==> src/design/pus_telecommand_check_and_ack_unit_assert.svh <==
// Assertion macros shared by the telecommand check and acknowledge unit.
`ifndef PUS_TELECOMMAND_CHECK_AND_ACK_UNIT_ASSERT_SVH
`define PUS_TELECOMMAND_CHECK_AND_ACK_UNIT_ASSERT_SVH

// Implication checked at every rising clock edge outside reset.
`define PUSTC_ASSERT(lbl, prop, msg) \
  lbl: assert property (@(posedge clk_i) disable iff (!rst_ni) prop) else $error(msg);

// A transfer that waits on ready keeps valid high and its payload steady.
`define PUSTC_ASSERT_HOLD(lbl, vld, rdy, sig, msg) \
  lbl: assert property (@(posedge clk_i) disable iff (!rst_ni) \
    (vld && !rdy) |=> (vld && $stable(sig))) else $error(msg);

`endif

==> src/design/pustc_pkg.sv <==
package pustc_pkg;

  localparam int unsigned TmBytes = 14;
  localparam int unsigned IdxW    = $clog2(TmBytes + 1);

  localparam logic [15:0] CrcInit = 16'hFFFF;
  localparam logic [15:0] CrcPoly = 16'h1021;

  localparam logic [10:0] TmApidReset = 11'd812;
  localparam logic [7:0]  TmDestReset = 8'd120;

  localparam logic [7:0] TmLenHi  = 8'h00;
  localparam logic [7:0] TmLenLo  = 8'h07;
  localparam logic [7:0] TmHdr0   = 8'h10;
  localparam logic [7:0] TmHdr1   = 8'h01;
  localparam logic [7:0] TmHdr2   = 8'h01;

  // Header layout of the telecommand, in byte positions.
  localparam logic [16:0] PosSeq    = 17'd2;
  localparam logic [16:0] PosLen    = 17'd4;
  localparam logic [16:0] PosHdr    = 17'd6;
  localparam logic [16:0] PosData   = 17'd10;
  localparam logic [15:0] MinLen    = 16'd5;
  localparam logic [16:0] ShortSize = 17'd12;
  localparam logic [16:0] SizeExtra = 17'd7;

  typedef enum logic {
    CFG_TM_APID = 1'b0,
    CFG_TM_DEST = 1'b1
  } cfg_idx_e;

  typedef enum logic {
    KIND_REPORT = 1'b0,
    KIND_TM     = 1'b1
  } out_kind_e;

  typedef struct packed {
    logic [15:0] pid;
    logic [15:0] seq;
    logic [27:0] fhdr;
    logic        crc_ok;
    logic [15:0] crc;
  } report_t;

  function automatic logic [15:0] crc_add(input logic [15:0] crc, input logic [7:0] b);
    logic [15:0] c;
    c = crc ^ {b, 8'h00};
    for (int k = 0; k < 8; k++) begin
      c = c[15] ? ({c[14:0], 1'b0} ^ CrcPoly) : {c[14:0], 1'b0};
    end
    return c;
  endfunction

endpackage

==> src/design/pustc_byte_if.sv <==
interface pustc_byte_if;
  logic       valid;
  logic       ready;
  logic [7:0] tc_byte;

  modport source (output valid, output tc_byte, input ready);
  modport sink (input valid, input tc_byte, output ready);
endinterface

==> src/design/pustc_res_if.sv <==
interface pustc_res_if;
  logic        valid;
  logic        ready;
  logic        out_kind;
  logic [7:0]  tm_byte;
  logic [10:0] apid;
  logic [1:0]  seq_flags;
  logic [13:0] seq_count;
  logic [3:0]  ack_flags;
  logic [7:0]  service_type;
  logic [7:0]  service_subtype;
  logic [7:0]  src_ident;
  logic        crc_ok;
  logic [15:0] computed_crc;
  logic        last_of_run;

  modport source (
    output valid, output out_kind, output tm_byte, output apid, output seq_flags,
    output seq_count, output ack_flags, output service_type, output service_subtype,
    output src_ident, output crc_ok, output computed_crc, output last_of_run,
    input ready
  );
  modport sink (
    input valid, input out_kind, input tm_byte, input apid, input seq_flags,
    input seq_count, input ack_flags, input service_type, input service_subtype,
    input src_ident, input crc_ok, input computed_crc, input last_of_run,
    output ready
  );
endinterface

==> src/design/pustc_parser.sv <==
module pustc_parser (
  input  logic              clk_i,
  input  logic              rst_ni,
  input  logic              take_i,
  input  logic [7:0]        byte_i,
  output logic              at_last_o,
  output pustc_pkg::report_t rpt_o
);

  logic [16:0] pos_q, pos_d;
  logic [15:0] crc_q, crc_d;
  logic [15:0] len_q, len_d;
  logic [15:0] pid_q, pid_d;
  logic [15:0] seq_q, seq_d;
  logic [27:0] fhdr_q, fhdr_d;
  logic [7:0]  rx_hi_q, rx_hi_d;
  logic [16:0] total;
  logic [16:0] last_pos;
  logic [15:0] crc_next;
  logic        in_hdr;

  assign total     = (len_q < pustc_pkg::MinLen) ? pustc_pkg::ShortSize
                                                 : ({1'b0, len_q} + pustc_pkg::SizeExtra);
  assign last_pos  = total - 17'd1;
  assign in_hdr    = pos_q < pustc_pkg::PosData;
  assign at_last_o = !in_hdr && (pos_q == last_pos);
  assign crc_next  = pustc_pkg::crc_add(crc_q, byte_i);

  always_comb begin
    pos_d   = pos_q;
    crc_d   = crc_q;
    len_d   = len_q;
    pid_d   = pid_q;
    seq_d   = seq_q;
    fhdr_d  = fhdr_q;
    rx_hi_d = rx_hi_q;
    if (take_i) begin
      pos_d = pos_q + 17'd1;
      if (in_hdr) begin
        crc_d = crc_next;
        if (pos_q < pustc_pkg::PosSeq) begin
          pid_d = {pid_q[7:0], byte_i};
        end else if (pos_q < pustc_pkg::PosLen) begin
          seq_d = {seq_q[7:0], byte_i};
        end else if (pos_q < pustc_pkg::PosHdr) begin
          len_d = {len_q[7:0], byte_i};
        end else begin
          fhdr_d = {fhdr_q[19:0], byte_i};
        end
      end else if (pos_q < last_pos - 17'd1) begin
        crc_d = crc_next;
      end else if (!at_last_o) begin
        rx_hi_d = byte_i;
      end else begin
        pos_d = '0;
        crc_d = pustc_pkg::CrcInit;
      end
    end
  end

  // The report is only sampled on the closing byte, when the header is settled.
  assign rpt_o.pid    = pid_q;
  assign rpt_o.seq    = seq_q;
  assign rpt_o.fhdr   = fhdr_q;
  assign rpt_o.crc    = crc_q;
  assign rpt_o.crc_ok = crc_q == {rx_hi_q, byte_i};

  always_ff @(posedge clk_i or negedge rst_ni) begin
    if (!rst_ni) begin
      pos_q   <= '0;
      crc_q   <= pustc_pkg::CrcInit;
      len_q   <= '0;
      pid_q   <= '0;
      seq_q   <= '0;
      fhdr_q  <= '0;
      rx_hi_q <= '0;
    end else begin
      pos_q   <= pos_d;
      crc_q   <= crc_d;
      len_q   <= len_d;
      pid_q   <= pid_d;
      seq_q   <= seq_d;
      fhdr_q  <= fhdr_d;
      rx_hi_q <= rx_hi_d;
    end
  end

endmodule

==> src/design/pus_telecommand_check_and_ack_unit.sv <==
// Telecommand check and acceptance report unit.
// The tc_i channel takes one telecommand byte per transfer, most significant
// byte first. Header fields are captured and the CRC-16 is updated in the
// cycle the byte is taken, so one can be taken in every cycle with ready high.
// When the closing byte of the error control field is taken, the report is
// latched and res_o presents fifteen results starting the next cycle: one
// field report, then the fourteen acceptance telemetry bytes, the last one
// flagged by last_of_run.
// Bytes of the following packet keep flowing in while the run is emitted.
// Only the closing byte of that packet waits, with tc_i.ready low, until the
// previous run has fully left; this is set by the single report register.
// A stall on res_o holds the current result and does not stop the byte parser.
// The configuration port sets the telemetry APID and destination; the user
// must keep it written only while the unit is idle; the unit does not enforce
// this. Reset clears the parser and run state and restores config defaults.
`include "pus_telecommand_check_and_ack_unit_assert.svh"

module pus_telecommand_check_and_ack_unit (
  input  logic        clk_i,
  input  logic        rst_ni,
  input  logic        cfg_we_i,
  input  logic        cfg_idx_i,
  input  logic [10:0] cfg_wdata_i,
  pustc_byte_if.sink  tc_i,
  pustc_res_if.source res_o
);

  logic [10:0] tm_apid_q;
  logic [7:0]  tm_dest_q;
  logic        take;
  logic        at_last;
  logic        busy_q;
  logic [pustc_pkg::IdxW-1:0] idx_q;
  logic        out_xfer;
  logic        run_done;
  logic        is_tm;
  logic [7:0]  tm_byte;
  pustc_pkg::report_t rpt, rpt_q;

  pustc_parser u_parser (
    .clk_i     (clk_i),
    .rst_ni    (rst_ni),
    .take_i    (take),
    .byte_i    (tc_i.tc_byte),
    .at_last_o (at_last),
    .rpt_o     (rpt)
  );

  assign tc_i.ready = !(at_last && busy_q);
  assign take       = tc_i.valid && tc_i.ready;
  assign out_xfer   = res_o.valid && res_o.ready;
  assign run_done   = idx_q == pustc_pkg::IdxW'(pustc_pkg::TmBytes);

  always_ff @(posedge clk_i or negedge rst_ni) begin
    if (!rst_ni) begin
      tm_apid_q <= pustc_pkg::TmApidReset;
      tm_dest_q <= pustc_pkg::TmDestReset;
    end else if (cfg_we_i) begin
      unique case (pustc_pkg::cfg_idx_e'(cfg_idx_i))
        pustc_pkg::CFG_TM_APID: tm_apid_q <= cfg_wdata_i;
        pustc_pkg::CFG_TM_DEST: tm_dest_q <= cfg_wdata_i[7:0];
        default: ;
      endcase
    end
  end

  always_ff @(posedge clk_i or negedge rst_ni) begin
    if (!rst_ni) begin
      busy_q <= 1'b0;
      idx_q  <= '0;
    end else if (take && at_last) begin
      busy_q <= 1'b1;
      idx_q  <= '0;
    end else if (out_xfer) begin
      busy_q <= !run_done;
      idx_q  <= idx_q + 1'b1;
    end
  end

  always_ff @(posedge clk_i) begin
    if (take && at_last) begin
      rpt_q <= rpt;
    end
  end

  always_comb begin
    case (idx_q)
      4'd1:    tm_byte = {5'b00001, tm_apid_q[10:8]};
      4'd2:    tm_byte = tm_apid_q[7:0];
      4'd3:    tm_byte = rpt_q.seq[15:8];
      4'd4:    tm_byte = rpt_q.seq[7:0];
      4'd5:    tm_byte = pustc_pkg::TmLenHi;
      4'd6:    tm_byte = pustc_pkg::TmLenLo;
      4'd7:    tm_byte = pustc_pkg::TmHdr0;
      4'd8:    tm_byte = pustc_pkg::TmHdr1;
      4'd9:    tm_byte = pustc_pkg::TmHdr2;
      4'd10:   tm_byte = tm_dest_q;
      4'd11:   tm_byte = rpt_q.pid[15:8];
      4'd12:   tm_byte = rpt_q.pid[7:0];
      4'd13:   tm_byte = rpt_q.seq[15:8];
      4'd14:   tm_byte = rpt_q.seq[7:0];
      default: tm_byte = 8'h00;
    endcase
  end

  assign is_tm = idx_q != '0;

  assign res_o.valid           = busy_q;
  assign res_o.out_kind        = is_tm ? pustc_pkg::KIND_TM : pustc_pkg::KIND_REPORT;
  assign res_o.tm_byte         = tm_byte;
  assign res_o.apid            = is_tm ? 11'd0 : rpt_q.pid[10:0];
  assign res_o.seq_flags       = is_tm ? 2'd0 : rpt_q.seq[15:14];
  assign res_o.seq_count       = is_tm ? 14'd0 : rpt_q.seq[13:0];
  assign res_o.ack_flags       = is_tm ? 4'd0 : rpt_q.fhdr[27:24];
  assign res_o.service_type    = is_tm ? 8'd0 : rpt_q.fhdr[23:16];
  assign res_o.service_subtype = is_tm ? 8'd0 : rpt_q.fhdr[15:8];
  assign res_o.src_ident       = is_tm ? 8'd0 : rpt_q.fhdr[7:0];
  assign res_o.crc_ok          = is_tm ? 1'b0 : rpt_q.crc_ok;
  assign res_o.computed_crc    = is_tm ? 16'd0 : rpt_q.crc;
  assign res_o.last_of_run     = run_done;

  `PUSTC_ASSERT(a_close_loads_report, (take && at_last) |=> (busy_q && !is_tm), "run not started")
  `PUSTC_ASSERT(a_run_ends_idle, (out_xfer && run_done) |=> !res_o.valid, "run did not end")
  `PUSTC_ASSERT(a_no_overrun, (tc_i.valid && at_last && busy_q) |-> !take, "report overwritten")
  `PUSTC_ASSERT_HOLD(a_res_hold, res_o.valid, res_o.ready, res_o.tm_byte, "result changed")

endmodule
==> src/flat_wrapper.sv <==
// flat-port wrapper written by rule: the top's interface ports become plain ports
module pus_telecommand_check_and_ack_unit_flat 
  (clk_i, rst_ni, cfg_we_i, cfg_idx_i, cfg_wdata_i, tc_i_valid, tc_i_tc_byte, tc_i_ready, res_o_valid, res_o_out_kind, res_o_tm_byte, res_o_apid, res_o_seq_flags, res_o_seq_count, res_o_ack_flags, res_o_service_type, res_o_service_subtype, res_o_src_ident, res_o_crc_ok, res_o_computed_crc, res_o_last_of_run, res_o_ready);
  pustc_byte_if tc_i_i ();
  pustc_res_if res_o_i ();
  input  logic clk_i;
  input  logic rst_ni;
  input  logic cfg_we_i;
  input  logic cfg_idx_i;
  input  logic [10:0] cfg_wdata_i;
  input wire logic [$bits(tc_i_i.valid)-1:0] tc_i_valid;
  input wire logic [$bits(tc_i_i.tc_byte)-1:0] tc_i_tc_byte;
  output wire logic [$bits(tc_i_i.ready)-1:0] tc_i_ready;
  output wire logic [$bits(res_o_i.valid)-1:0] res_o_valid;
  output wire logic [$bits(res_o_i.out_kind)-1:0] res_o_out_kind;
  output wire logic [$bits(res_o_i.tm_byte)-1:0] res_o_tm_byte;
  output wire logic [$bits(res_o_i.apid)-1:0] res_o_apid;
  output wire logic [$bits(res_o_i.seq_flags)-1:0] res_o_seq_flags;
  output wire logic [$bits(res_o_i.seq_count)-1:0] res_o_seq_count;
  output wire logic [$bits(res_o_i.ack_flags)-1:0] res_o_ack_flags;
  output wire logic [$bits(res_o_i.service_type)-1:0] res_o_service_type;
  output wire logic [$bits(res_o_i.service_subtype)-1:0] res_o_service_subtype;
  output wire logic [$bits(res_o_i.src_ident)-1:0] res_o_src_ident;
  output wire logic [$bits(res_o_i.crc_ok)-1:0] res_o_crc_ok;
  output wire logic [$bits(res_o_i.computed_crc)-1:0] res_o_computed_crc;
  output wire logic [$bits(res_o_i.last_of_run)-1:0] res_o_last_of_run;
  input wire logic [$bits(res_o_i.ready)-1:0] res_o_ready;
  assign tc_i_i.valid = tc_i_valid;
  assign tc_i_i.tc_byte = tc_i_tc_byte;
  assign tc_i_ready = tc_i_i.ready;
  assign res_o_valid = res_o_i.valid;
  assign res_o_out_kind = res_o_i.out_kind;
  assign res_o_tm_byte = res_o_i.tm_byte;
  assign res_o_apid = res_o_i.apid;
  assign res_o_seq_flags = res_o_i.seq_flags;
  assign res_o_seq_count = res_o_i.seq_count;
  assign res_o_ack_flags = res_o_i.ack_flags;
  assign res_o_service_type = res_o_i.service_type;
  assign res_o_service_subtype = res_o_i.service_subtype;
  assign res_o_src_ident = res_o_i.src_ident;
  assign res_o_crc_ok = res_o_i.crc_ok;
  assign res_o_computed_crc = res_o_i.computed_crc;
  assign res_o_last_of_run = res_o_i.last_of_run;
  assign res_o_i.ready = res_o_ready;
  pus_telecommand_check_and_ack_unit u_core (.clk_i(clk_i), .rst_ni(rst_ni), .cfg_we_i(cfg_we_i), .cfg_idx_i(cfg_idx_i), .cfg_wdata_i(cfg_wdata_i), .tc_i(tc_i_i), .res_o(res_o_i));
endmodule
==> config.mk <==
export PLATFORM = sky130hd
export DESIGN_NAME = pus_telecommand_check_and_ack_unit_flat
export DESIGN_NICKNAME = d
export VERILOG_FILES = /design/src/design/pustc_pkg.sv /design/src/design/pustc_byte_if.sv /design/src/design/pustc_res_if.sv /design/src/design/pustc_parser.sv /design/src/design/pus_telecommand_check_and_ack_unit.sv /design/src/flat_wrapper.sv
export VERILOG_INCLUDE_DIRS = /design/src /design/src/design
export SDC_FILE = /design/constraint.sdc
export NUM_CORES = 1
export LEC_CHECK = 0
export ABC_AREA = 0
export BUFFER_PORTS_ARGS = -buffer_cell sky130_fd_sc_hd__buf_2
export CORE_ASPECT_RATIO = 1.5
export CORE_UTILIZATION = 60
export CTS_BUF_LIST = sky130_fd_sc_hd__clkbuf_16
export DETAILED_ROUTE_END_ITERATION = 16
export PLACE_DENSITY = 0.8
export SLEW_MARGIN = 20
export SYNTH_ARGS = -nofsm -noshare
export SYNTH_HDL_FRONTEND = slang
export SYNTH_SLANG_ARGS = --single-unit
==> constraint.sdc <==
create_clock -name clk_i -period 8.31 [get_ports clk_i]
set_clock_uncertainty 0.05 [all_clocks]
set_input_delay 1.662 -clock clk_i [delete_from_list [all_inputs] [get_ports clk_i]]
set_output_delay 1.662 -clock clk_i [all_outputs]
set_load 0.1 [all_outputs]
# Word level (Yosys, flattened, before mapping)
# Cells that the tools add are included.
[classes]
eq_ne = 15
bitwise_logic = 16
add_sub_neg = 5
order_cmp = 6
n_reduce_logical = 22
muxes = 30
[ops]
columns = ["op", "count"]
rows = [
  ["$mux W13", 8],
  ["$pmux W8 S10", 1],
  ["$mux W17", 4],
  ["$mux W16", 4],
  ["$lt A17 B3 Y1 const B", 2],
  ["$sub A17 B1 Y17 const B", 2],
  ["$eq A4 B4 Y1 const B", 7],
  ["$mux W8", 3],
  ["$not A3 Y3", 8],
  ["$add A16 B3 Y17 const B", 1],
  ["$add A17 B1 Y17 const B", 1],
  ["$eq A17 B17 Y1", 1],
  ["$lt A17 B17 Y1", 1],
  ["$lt A17 B2 Y1 const B", 1],
  ["$lt A17 B4 Y1 const B", 1],
  ["$eq A16 B16 Y1", 1],
  ["$lt A16 B3 Y1 const B", 1],
  ["$xor A16 B16 Y16", 1],
  ["$mux W14", 1],
  ["$eq A4 B3 Y1 const B", 3],
  ["$mux W4", 3],
  ["$mux W11", 1],
  ["$reduce_and A5 Y1", 2],
  ["$eq A4 B2 Y1 const B", 2],
  ["other kinds (14)", 34],
]
[word_totals]
regBits = 218
wordCells = 110
input_bits = 25
out_inout_bits = 84

# Depth between registers and ports, before layout
# Gate-level depths: netlist (run 1).
[depth]
word_depth = 19
ltp_mapped = 27
mapped_depth_nobuf = 24

# Modules after synthesis
# From an unflattened synthesis (run 1), not the netlist that was laid out.
[hier_totals]
hier_cells = 1008
hier_area_um2 = 11766.3
[by_module_without_submodules]
columns = ["module", "cells_each", "seq_area_each_um2", "area_each_um2", "instances"]
rows = [
  ["pustc_parser", 682, 2947.8, 7314.5, 1],
  ["pus_telecommand_check_and_ack_unit", 326, 2924.1, 4451.8, 1],
]

# Least setup slack after synthesis (run 1)
# OpenSTA, ideal clock, no wires.
[synth_timing]
path_kind = "register to register"
from = "register u_core.u_parser.len_q[0]"
to = "register u_core.rpt_q[0] in the netlist's numbering, enable pin"
t_required_ps = 7784
path_buffers = 2
period_less_slack_ps = 6769
setup_slack_ps = 1541
setup_time_ps = 476
stages_incl_launch_ff = 18
t_arrival_ps = 6243
path_cell_list = "dfrtp_1 buf_2 inv_1 ha_1 buf_6 nor2b_1 nor2_1 nor2_1 inv_1 ha_1 xnor2_1 a311o_1 a221o_1 nor4_1 o2111ai_1 or3b_2 nand2b_4 nor4b_4"
[synth_between]
elab_chain_len = 9
elab_cells_between_ends = 10
cone_classes = "add/sub: 2; order compare: 1; eq/ne: 1; mux: 1; reduce/logical: 5"
[synth_lines]
columns = ["element", "line", "text"]
rows = [
  ["start, declared", "pustc_parser.sv:12", "logic [15:0] len_q, len_d;"],
  ["start signal, assigned", "pustc_parser.sv:80", "len_q <= len_d;"],
  ["$add A16 B3 Y17 or $lt A16 B3 Y1 (tied branches)", "pustc_parser.sv:23, pustc_parser.sv:22", ""],
  ["$mux W17 *", "pustc_parser.sv:22", "assign total = (len_q < pustc_pkg::MinLen) ? pustc_pkg::ShortSize"],
  ["$sub A17 B1 Y17 *", "pustc_parser.sv:24", "assign last_pos = total - 17'd1;"],
  ["$eq A17 B17 Y1 *", "pustc_parser.sv:26", "assign at_last_o = !in_hdr && (pos_q == last_pos);"],
  ["$logic_and A1 B1 Y1 *", "pustc_parser.sv:26", ""],
  ["$logic_and A1 B1 Y1", "pus_telecommand_check_and_ack_unit.sv:49", "assign tc_i.ready = !(at_last && busy_q);"],
  ["$logic_not A1 Y1", "pus_telecommand_check_and_ack_unit.sv:49", ""],
  ["$logic_and A1 B1 Y1", "pus_telecommand_check_and_ack_unit.sv:50", "assign take = tc_i.valid && tc_i.ready;"],
  ["$logic_and A1 B1 Y1 *", "pus_telecommand_check_and_ack_unit.sv:81", "if (take && at_last) begin"],
  ["end signal, assigned", "pus_telecommand_check_and_ack_unit.sv:82", "rpt_q <= rpt;"],
  ["end, declared", "pus_telecommand_check_and_ack_unit.sv:38", "pustc_pkg::report_t rpt, rpt_q;"],
]
# Mark *: on every way between the ends. The rest lies on a longest branch, timed or not.
# A chain may end at the register's enable or synchronous reset.

# Worst setup path after layout (run 1)
[layout_timing]
from = "register u_core.u_parser.len_q[0]"
to = "register u_core.u_parser.pos_q[12]"
[layout_between]
elab_chain_len = 8
elab_cells_between_ends = 14
cone_classes = "add/sub: 3; order compare: 2; eq/ne: 1; mux: 4; reduce/logical: 4"
[layout_lines]
columns = ["element", "line", "text"]
rows = [
  ["$add A16 B3 Y17 or $lt A16 B3 Y1 (tied branches)", "pustc_parser.sv:23, pustc_parser.sv:22", ""],
  ["$mux W17 *", "pustc_parser.sv:22", ""],
  ["$sub A17 B1 Y17 *", "pustc_parser.sv:24", ""],
  ["parallel branches: the longest is 5 deep, another holds $sub A17 B1 Y17", "--", ""],
  ["end signal, assigned", "pustc_parser.sv:78", "pos_q <= pos_d;"],
  ["end, declared", "pustc_parser.sv:10", "logic [16:0] pos_q, pos_d;"],
]
# Mark *: on every way between the ends.

==> impl_metrics.env, run 1 <==
export IMPL_dr_pass1_iters=5
export IMPL_synth_top_family_by_area="simple AND/OR/NAND/NOR gates"
export IMPL_status="completed"
export IMPL_htreeDepth=1
export IMPL_synthSimpleGateAreaFrac=0.156
export IMPL_final_hold_viol_count=0
export IMPL_routed_wl_um=29000
export IMPL_area_delta_synth_final_pct=10.7
export IMPL_path_class="flip-flop to flip-flop"
export IMPL_antennaDiodeCount=0
export IMPL_cts_made_buffers=21
export IMPL_antenna_found_initial=0
export IMPL_ys_ff_latch=218
export IMPL_cp_max_fo=12
export IMPL_r2r_start="u_core.u_parser.len_q[0]$_DFFE_PN0P_"
export IMPL_final_common_cell="dfrtp_1"
export IMPL_post_cts_buffers=0
export IMPL_drc=0
export IMPL_cts_max_path_buffers=3
export IMPL_design_area_mm2=0.0135
export IMPL_yosysTopAreaCellShare=0.238
export IMPL_syn_num_nets=1100
export IMPL_end_kind="flip-flop"
export IMPL_synth_compound_area_frac=0.117
export IMPL_whs_endpoint="u_core.rpt_q[57]$_DFFE_PP_"
export IMPL_wl_per_cell_um=20.9
export IMPL_fin_crit_sh=0.845
export IMPL_place_congestion=0.963
export IMPL_layout_common_cells="dfrtp_1 (116), buf_2 (107), mux2_2 (92)"
export IMPL_power_density_mw_per_mm2=222
export IMPL_relSlewSlack=0.292
export IMPL_synthTopCellsByArea="dfrtp_1 (24%), edfxtp_1 (19%), mux2_2 (8.5%)"
export IMPL_leakagePower_nw=5.83
export IMPL_dp_hpwl_um=20500
export IMPL_synth_area_mm2=0.0122
export IMPL_critPathLaunchType="flip-flop"
export IMPL_drv_slew=0
export IMPL_synth_cell_types=97
export IMPL_ff2ff_setup_slack_ps=1290
export IMPL_holdBufCountCts=0
export IMPL_p_total_mw=2.99
export IMPL_path_clk_slew_ps=70
export IMPL_yosys_warnings=0
export IMPL_start_util=0.613
export IMPL_die_area_mm2=0.0209
export IMPL_r2r_end="u_core.u_parser.pos_q[12]$_DFFE_PN0P_"
export IMPL_gr_total_overflow=0
export IMPL_die_h_um=176
export IMPL_first_iter_violations=688
export IMPL_place_port_buffers=108
export IMPL_layout_drive_gt1_share=0.285
export IMPL_ys_flop_type="dfrtp_1"
export IMPL_ir_drop_mv=0.169
export IMPL_period_minus_slack_ps=7020
export IMPL_clk_latency_ps=500
export IMPL_vias=8813
export IMPL_fin_cells=1388
export IMPL_setup_viol=0
export IMPL_syn_avg_cell_area_um2=11.6
export IMPL_synth_cells=1050
export IMPL_cts_tree="built"
export IMPL_grt_pass1_wl_um=46400
export IMPL_worstMarginPinSlew_ps=1060
export IMPL_synth_fa_ha_area_frac=0.0257
export IMPL_synth_xor_area_frac=0.0823
export IMPL_post_synth_mux_area_share=0.0999
export IMPL_root_buffer="clkbuf_16"
export IMPL_ys_seq_area_frac=0.482
export IMPL_clock_fmax_mhz=142
export IMPL_vias_per_cell=6.35
export IMPL_hold_path_class="flip-flop to flip-flop"
export IMPL_ant_nets=0
export IMPL_min_path_cells=0
export IMPL_boundaryPins=109
export IMPL_fp_row_count=63
export IMPL_synth_edff_count=77
export IMPL_cap_violations=0
export IMPL_async_flop_share=0.647
export IMPL_cts_resized=0
export IMPL_grt_start_max_net_pins=83
export IMPL_worstPathRequired_ps=8620
export IMPL_rsz0062_at_grt="false"
export IMPL_r2r_cells=22
export IMPL_dpl_cell_count=1350
export IMPL_core_area_mm2=0.0199
export IMPL_die_x_um=118
export IMPL_cp_arrival_ps=7330
export IMPL_grt_pass1_vias=8756
export IMPL_nets=1163
export IMPL_grt_usage=0.283
export IMPL_synth_top_area_cell="dfrtp_1"
export IMPL_place_area_mm2=0.0128
export IMPL_hold_path_startpoint="u_core.u_parser.seq_q[12]$_DFFE_PN0P_"
export IMPL_fin_tns_setup_ps=0
export IMPL_clock_sinks=218
## synthesized netlist by cell type (5+ instances only)
library cell / instances
dfrtp_1: 116
mux2_2: 92
and3_1: 89
edfxtp_1: 77
xnor2_1: 69
nand2_1: 52
clkbuf_1: 50
nor2_1: 43
nand3_1: 37
o21ai_0: 26
dfstp_2: 25
ha_1: 25
inv_1: 22
a21oi_1: 21
xor2_1: 17
nand4_1: 15
nor3_1: 13
a31oi_1: 12
nor4_1: 12
a2bb2oi_2: 10
buf_2: 10
nor2b_1: 9
or3_1: 9
a2bb2oi_1: 8
and2_1: 8
mux2_4: 8
o211ai_1: 8
a22oi_1: 7
xnor3_1: 7
mux2i_1: 6
o21a_1: 6
o311ai_1: 6
a311o_1: 5
buf_1: 5
buf_4: 5
buf_6: 5
nand2b_1: 5
o22a_1: 5
or2_2: 5
## worst max-delay path, cell delays in order, from the launching register on
cell	delay (ps)
dfrtp_1	590
inv_1	110
ha_1	370
nor2b_1	220
nor2_1	100
nor2_1	410
inv_1	110
ha_1	300
and4b_1	290
o21ai_2	130
mux2i_1	510
nand4_1	220
nor3_1	410
a31oi_1	170
xnor2_1	150
ha_1	300
nand3_1	100
a2111o_1	350
a21oi_1	680
and2_1	240
nand4b_1	400
nand2_1	500
o311ai_1	160
## state kept, by name (all words and copies together) (netlist names), 11 cells and up
register                cells
u_core.u_parser.pos_q      17
u_core.u_parser.crc_q      16
u_core.tm_apid_q           11
u_core.u_parser.pid_q      16
u_core.rpt_q               77
u_core.u_parser.fhdr_q     28
u_core.u_parser.len_q      16
u_core.u_parser.seq_q      16
## layout make-up
cell class	instances	area, um^2
inverters	23	86.3
flip-flops and latches	218	5870
clock inverters	17	163
fillers	1441	6390
clock buffers	21	526
well taps	260	325
multi-input cells	733	5900
repair buffers	116	607
## logic make-up (layout without fill, tap and decap cells)
kind of cell | count (synthesis) | count (layout)
buffers and inverters | 99 | 177
flip-flops | 218 | 218
multiplexers | 106 | 106
AND/OR/NAND/NOR | 328 | 328
adder cells (fa/ha/maj) | 25 | 25
AO/OA/AOI/OAI | 177 | 177
XOR/XNOR | 97 | 97
## per-layer routing
metal  up-vias  GRT usage  share of wire  wire length (um)
met3        87     0.0300          0.042              1220
met1      4372      0.324           0.38             11100
met4         0      0.134          0.045              1290
met5         -          0              0                 0
li1       4043          -              -                 -
met2       311      0.526           0.53             15400
## where the power goes
group          switching [mW]  internal, mW
clock                   0.423         0.535
combinational           0.295         0.330
sequential              0.154          1.26
## how the worst max path moves through the flow
stage | startpoint | to | slack, ps | cells past startpoint
final | u_core.u_parser.len_q[0]$_DFFE_PN0P_ | u_core.u_parser.pos_q[12]$_DFFE_PN0P_ | 1290 | 22
after global routing | u_core.u_parser.len_q[0]$_DFFE_PN0P_ | u_core.u_parser.pos_q[12]$_DFFE_PN0P_ | 760 | 22
after CTS | u_core.u_parser.len_q[0]$_DFFE_PN0P_ | u_core.u_parser.pos_q[12]$_DFFE_PN0P_ | 1380 | 22
after detailed placement | u_core.u_parser.len_q[0]$_DFFE_PN0P_ | u_core.u_parser.pos_q[12]$_DFFE_PN0P_ | 1420 | 22
after global placement | u_core.u_parser.len_q[0]$_DFFE_PN0P_ | u_core.u_parser.pos_q[12]$_DFFE_PN0P_ | 1700 | 22
after floorplan | u_core.u_parser.len_q[0]$_DFFE_PN0P_ | u_core.rpt_q[0]$_DFFE_PP_ | 1540 | 17
## metrics by stage
step | hold slack [ps] | utilization | setup WS, ps
2_1_floorplan | 369 | - | 1540
3_3_place_gp | 375 | 0.643 | 1700
3_5_place_dp | 380 | 0.643 | 1420
4_1_cts | 395 | 0.678 | 1380
5_1_grt | 405 | 0.678 | 761
6_report | 394 | 0.678 | 1290
Note: power is estimated with default switching activity, not from simulation.
==> inputs of run 2 (changes only) <==
--- a/config.mk
+++ b/config.mk
@@ -9,10 +9,10 @@
 export ABC_AREA = 0
 export BUFFER_PORTS_ARGS = -buffer_cell sky130_fd_sc_hd__buf_2
 export CORE_ASPECT_RATIO = 1.5
-export CORE_UTILIZATION = 60
+export CORE_UTILIZATION = 55
 export CTS_BUF_LIST = sky130_fd_sc_hd__clkbuf_16
 export DETAILED_ROUTE_END_ITERATION = 16
-export PLACE_DENSITY = 0.8
+export PLACE_DENSITY = 0.78
 export SLEW_MARGIN = 20
 export SYNTH_ARGS = -nofsm -noshare
 export SYNTH_HDL_FRONTEND = slang
==> constraint.sdc (replaced) <==
create_clock -name clk_i -period 6.22 [get_ports clk_i]
set_clock_uncertainty 0.05 [all_clocks]
set_input_delay 1.244 -clock clk_i [delete_from_list [all_inputs] [get_ports clk_i]]
set_output_delay 1.244 -clock clk_i [all_outputs]
set_load 0.1 [all_outputs]
==> impl_metrics.env, run 2 (synthesis results as in run 1) <==
export IMPL_period_minus_slack_ps=5980
export IMPL_r2r_cells=18
export IMPL_relSlewSlack=0.287
export IMPL_nets=1173
export IMPL_path_class="flip-flop to primary output"
export IMPL_place_port_buffers=108
export IMPL_antennaDiodeCount=0
export IMPL_wl_per_cell_um=20.8
export IMPL_fin_crit_sh=0.961
export IMPL_grt_pass1_wl_um=45800
export IMPL_die_x_um=123
export IMPL_cp_arrival_ps=4690
export IMPL_fin_cells=1411
export IMPL_regArea_mm2=0.00587
export IMPL_dp_hpwl_um=20800
export IMPL_vias=8675
export IMPL_cts_tree="built"
export IMPL_final_common_cell="dfrtp_1"
export IMPL_worstMarginPinSlew_ps=1070
export IMPL_drv_slew=0
export IMPL_fin_tns_setup_ps=0
export IMPL_min_path_cells=0
export IMPL_drc=0
export IMPL_routed_wl_um=29300
export IMPL_layout_drive_gt1_share=0.300
export IMPL_hold_path_class="flip-flop to flip-flop"
export IMPL_antenna_found_initial=0
export IMPL_layout_common_cells="dfrtp_1 (116), buf_2 (107), mux2_2 (92)"
export IMPL_critPathLaunchType="flip-flop"
export IMPL_ff2ff_setup_slack_ps=430
export IMPL_area_delta_synth_final_pct=12.2
export IMPL_gr_total_overflow=0
export IMPL_worstPathRequired_ps=4930
export IMPL_p_clk_frac=0.315
export IMPL_internal_power_mw=2.82
export IMPL_status="completed"
export IMPL_top_register="u_core.rpt_q"
export IMPL_die_area_mm2=0.0228
export IMPL_rsz0062_at_grt="false"
export IMPL_cp_max_fo=13
export IMPL_path_clk_slew_ps=60
export IMPL_htreeDepth=1
export IMPL_p_switching_mw=1.18
export IMPL_first_iter_violations=613
export IMPL_dpl_cell_count=1370
export IMPL_start_util=0.561
export IMPL_combPwrFrac=0.212
export IMPL_seqPwrFrac=0.473
export IMPL_place_congestion=0.937
export IMPL_setup_viol=0
export IMPL_r2r_start="u_core.u_parser.len_q[2]$_DFFE_PN0P_"
export IMPL_p_total_mw=4.00
export IMPL_core_area_mm2=0.0217
export IMPL_end_kind="primary output"
export IMPL_vias_per_cell=6.15
export IMPL_clock_fmax_mhz=167
export IMPL_leakagePower_nw=5.88
export IMPL_cts_max_path_buffers=3
export IMPL_cts_made_buffers=22
export IMPL_cap_violations=0
export IMPL_largest_reg_flops=77
export IMPL_clock_sinks=218
export IMPL_boundaryPins=109
export IMPL_grt_pass1_vias=8575
export IMPL_r2r_end="u_core.u_parser.pos_q[12]$_DFFE_PN0P_"
export IMPL_die_h_um=184
export IMPL_fp_row_count=66
export IMPL_hold_path_startpoint="u_core.u_parser.fhdr_q[20]$_DFFE_PN0P_"
export IMPL_dr_pass1_iters=5
export IMPL_root_buffer="clkbuf_16"
export IMPL_grt_usage=0.262
export IMPL_ant_nets=0
export IMPL_whs_endpoint="u_core.rpt_q[37]$_DFFE_PP_"
export IMPL_sw_frac_of_total=0.295
export IMPL_multi_input_area_mm2=0.00599
export IMPL_holdBufCountCts=0
export IMPL_grt_start_max_net_pins=85
export IMPL_final_hold_viol_count=0
export IMPL_crit_path_start="u_core.u_parser.len_q[2]$_DFFE_PN0P_"
export IMPL_ir_drop_mv=0.207
export IMPL_nFillCells=1644
export IMPL_reg_top3="u_core.rpt_q x77, u_core.u_parser.fhdr_q x28, u_core.u_parser.pos_q x17"
export IMPL_clk_latency_ps=500
export IMPL_power_density_mw_per_mm2=293
==> run 2: metrics by stage <==
stage	setup slack, ps	util	cell area (um^2)	hold slack (ps)
floorplan	-42.8	-	12300	369
global placement	392	0.596	12900	376
detailed placement	161	0.596	12900	379
CTS	148	0.628	13600	393
global route	7.78	0.629	13700	411
finish	240	0.629	13700	394
==> run 2: routing by layer <==
layer | share of wire | global-route usage
met3 | 0.042 | 0.0306
met5 | 0 | 0
met1 | 0.39 | 0.299
met2 | 0.54 | 0.486
met4 | 0.033 | 0.107
==> run 2: power groups by stage <==
stage | registers [mW] | clock network [mW] | logic, mW
finish | 1.89 | 1.26 | 0.850
global route | 1.91 | 1.34 | 0.922
CTS | 1.89 | 1.28 | 0.848
detailed placement | 1.91 | 0 | 0.842
global placement | 1.90 | 0 | 0.806
floorplan | 1.81 | 0 | 0.722
==> run 2: worst max path at each step <==
stage | endpoint | slack, ps
6_report | tc_i_ready | 240
5_1_grt | u_core.u_parser.pos_q[12]$_DFFE_PN0P_ | 8
4_1_cts | u_core.u_parser.pos_q[4]$_DFFE_PN0P_ | 150
3_5_place_dp | u_core.u_parser.pos_q[4]$_DFFE_PN0P_ | 160
3_3_place_gp | u_core.u_parser.pos_q[12]$_DFFE_PN0P_ | 390
2_1_floorplan | u_core.rpt_q[0]$_DFFE_PP_ | -40
==> run 2: area by class of cell <==
class / instances / area share
multi-input cells: 733 / 0.438
flip-flops and latches: 218 / 0.430
repair buffers: 125 / 0.0503
clock buffers: 22 / 0.0403
well taps: 272 / 0.0249
clock inverters: 18 / 0.0103
inverters: 23 / 0.00650
==> run 2: critical path, cell delays in order, from the launching register on <==
cell	delay, ps
dfrtp_1	770
nand2b_1	540
a21oi_1	170
o21ai_0	580
a211oi_2	290
a41o_1	300
or4_4	540
nor4b_2	420
or2b_1	270
buf_2	290
==> run 2: timing repair <==
| action | 4_1_cts | 5_1_grt |
|---|---|---|
| buffers inserted | 0 | 1 |
| gates resized for setup | 0 | 4 |
| setup endpoints to repair | 0 | 36 |
==> inputs of run 3 (changes only) <==
==> constraint.sdc (replaced) <==
create_clock -name clk_i -period 5.5 [get_ports clk_i]
set_clock_uncertainty 0.05 [all_clocks]
set_input_delay 1.1 -clock clk_i [delete_from_list [all_inputs] [get_ports clk_i]]
set_output_delay 1.1 -clock clk_i [all_outputs]
set_load 0.1 [all_outputs]
==> impl_metrics.env, run 3 (synthesis results as in run 1) <==
export IMPL_status="completed"
export IMPL_area_delta_synth_final_pct=14.1
export IMPL_worst_hold_slack_ps=394
export IMPL_wl_per_cell_um=20.5
export IMPL_cts_tree="built"
export IMPL_r2r_end="u_core.u_parser.pos_q[4]$_DFFE_PN0P_"
export IMPL_vias=8970
export IMPL_fin_crit_sh=0.973
export IMPL_top_register="u_core.rpt_q"
export IMPL_internal_power_mw=3.24
export IMPL_cpMaxStageDelayCell="or3b_4"
export IMPL_cap_violations=0
export IMPL_die_x_um=123
export IMPL_cts_made_buffers=21
export IMPL_cp_arrival_ps=4200
export IMPL_clk_latency_ps=500
export IMPL_hold_path_startpoint="u_core.u_parser.fhdr_q[22]$_DFFE_PN0P_"
export IMPL_final_common_cell="dfrtp_1"
export IMPL_place_port_buffers=108
export IMPL_end_kind="primary output"
export IMPL_layout_common_cells="dfrtp_1 (113), buf_2 (106), mux2_2 (92)"
export IMPL_relSlewSlack=0.281
export IMPL_grt_usage=0.261
export IMPL_root_buffer="clkbuf_16"
export IMPL_largest_reg_flops=77
export IMPL_setup_viol=0
export IMPL_critPathLaunchType="flip-flop"
export IMPL_ff2ff_setup_slack_ps=300
export IMPL_slowest_delay_ps=460
export IMPL_nets=1191
export IMPL_first_iter_violations=476
export IMPL_path_clk_slew_ps=60
export IMPL_sw_frac_of_total=0.292
export IMPL_grt_start_max_net_pins=104
export IMPL_antenna_found_initial=0
export IMPL_die_area_mm2=0.0228
export IMPL_min_path_cells=0
export IMPL_worstMarginPinSlew_ps=1080
export IMPL_p_switching_mw=1.33
export IMPL_combPwrFrac=0.210
export IMPL_core_area_mm2=0.0217
export IMPL_start_util=0.561
export IMPL_cp_max_fo=6
export IMPL_dr_pass1_iters=5
export IMPL_r2r_cells=23
export IMPL_place_congestion=0.966
export IMPL_die_h_um=184
export IMPL_place_area_mm2=0.0131
export IMPL_dp_hpwl_um=20800
export IMPL_design_area_mm2=0.0139
export IMPL_path_buf_inv=1
export IMPL_gr_total_overflow=0
export IMPL_holdBufCountCts=0
export IMPL_leakagePower_nw=6.02
export IMPL_crit_family="simple AND/OR/NAND/NOR gates"
export IMPL_htreeDepth=1
export IMPL_final_hold_viol_count=0
export IMPL_seqPwrFrac=0.469
export IMPL_ant_nets=0
export IMPL_hold_path_class="flip-flop to flip-flop"
export IMPL_rsz0062_at_grt="false"
export IMPL_clock_sinks=218
export IMPL_routed_wl_um=29200
export IMPL_vias_per_cell=6.28
export IMPL_layout_drive_gt1_share=0.324
export IMPL_reg_top3="u_core.rpt_q x77, u_core.u_parser.fhdr_q x28, u_core.u_parser.pos_q x17"
export IMPL_fin_util=0.640
export IMPL_cts_max_path_buffers=3
export IMPL_boundaryPins=109
export IMPL_clock_fmax_mhz=187
export IMPL_drc=0
export IMPL_period_minus_slack_ps=5350
export IMPL_whs_endpoint="u_core.rpt_q[39]$_DFFE_PP_"
export IMPL_ir_drop_mv=0.243
export IMPL_grt_pass1_vias=8795
export IMPL_drv_slew=0
export IMPL_worstPathRequired_ps=4350
export IMPL_power_density_mw_per_mm2=329
export IMPL_path_class="flip-flop to primary output"
export IMPL_p_clk_frac=0.321
export IMPL_cp_cell_sequence="nor4_4 > nand4_1 > nor2_4 > or2_4 > ha_4 > xnor2_1 > a311o_1 > a221o_1 > nor4_1 > o2111ai_1 > or3b_4 > or2b_1 > buf_4"
export IMPL_fp_row_count=66
export IMPL_r2r_start="u_core.u_parser.len_q[15]$_DFFE_PN0P_"
export IMPL_grt_pass1_wl_um=45900
[run 3: what timing repair did]
action	4_1_cts	5_1_grt
buffers inserted	0	4
setup endpoints to repair	5	41
pin swaps	0	7
endpoints found under the hold margin	0	0
gates resized for setup	3	19
[run 3: layer usage]
metal	routed length (um)	GRT usage	vias to the layer above	part of all wire
met5	0	0	-	0
met4	1390	0.127	0	0.048
met3	1490	0.0328	92	0.051
met2	15400	0.477	359	0.53
met1	10900	0.295	4422	0.37
li1	-	-	4097	-
[run 3: how the worst max path moves through the flow]
stage	from	to	cells after the start
after floorplan	u_core.u_parser.len_q[0]$_DFFE_PN0P_	u_core.rpt_q[0]$_DFFE_PP_	16
after global placement	u_core.u_parser.len_q[14]$_DFFE_PN0P_	u_core.u_parser.pos_q[4]$_DFFE_PN0P_	21
after detailed placement	u_core.u_parser.len_q[14]$_DFFE_PN0P_	u_core.u_parser.pos_q[4]$_DFFE_PN0P_	21
after CTS	u_core.u_parser.len_q[1]$_DFFE_PN0P_	tc_i_ready	11
after global routing	u_core.u_parser.len_q[15]$_DFFE_PN0P_	u_core.u_parser.pos_q[11]$_DFFE_PN0P_	23
final	u_core.u_parser.len_q[15]$_DFFE_PN0P_	tc_i_ready	13
[run 3: power groups by stage]
stage               Combinational (mW)  Sequential, mW  Clock [mW]
CTS                              0.957            2.14        1.50
global route                      1.05            2.17        1.56
finish                           0.960            2.15        1.47
floorplan                        0.816            2.05           0
global placement                 0.913            2.16           0
detailed placement               0.945            2.17           0
[run 3: per-stage QoR]
step,setup TNS (ps),instances,power [mW],setup slack [ps]
after detailed placement,-113,1386,3.11,-46.1
after CTS,-63.8,1424,4.59,-63.8
after global routing,0,1428,4.77,5.00
after global placement,0,1386,3.07,148
final,0,1429,4.58,149
after floorplan,-61710,1050,2.86,-763
[run 3: final cells by class]
class | count | area (um^2)
inverters | 23 | 88.8
fillers | 1623 | 7820
clock inverters | 16 | 155
repair buffers | 144 | 832
clock buffers | 22 | 551
diodes | 1 | 2.50
flip-flops and latches | 218 | 5880
multi-input cells | 733 | 6050
well taps | 272 | 340
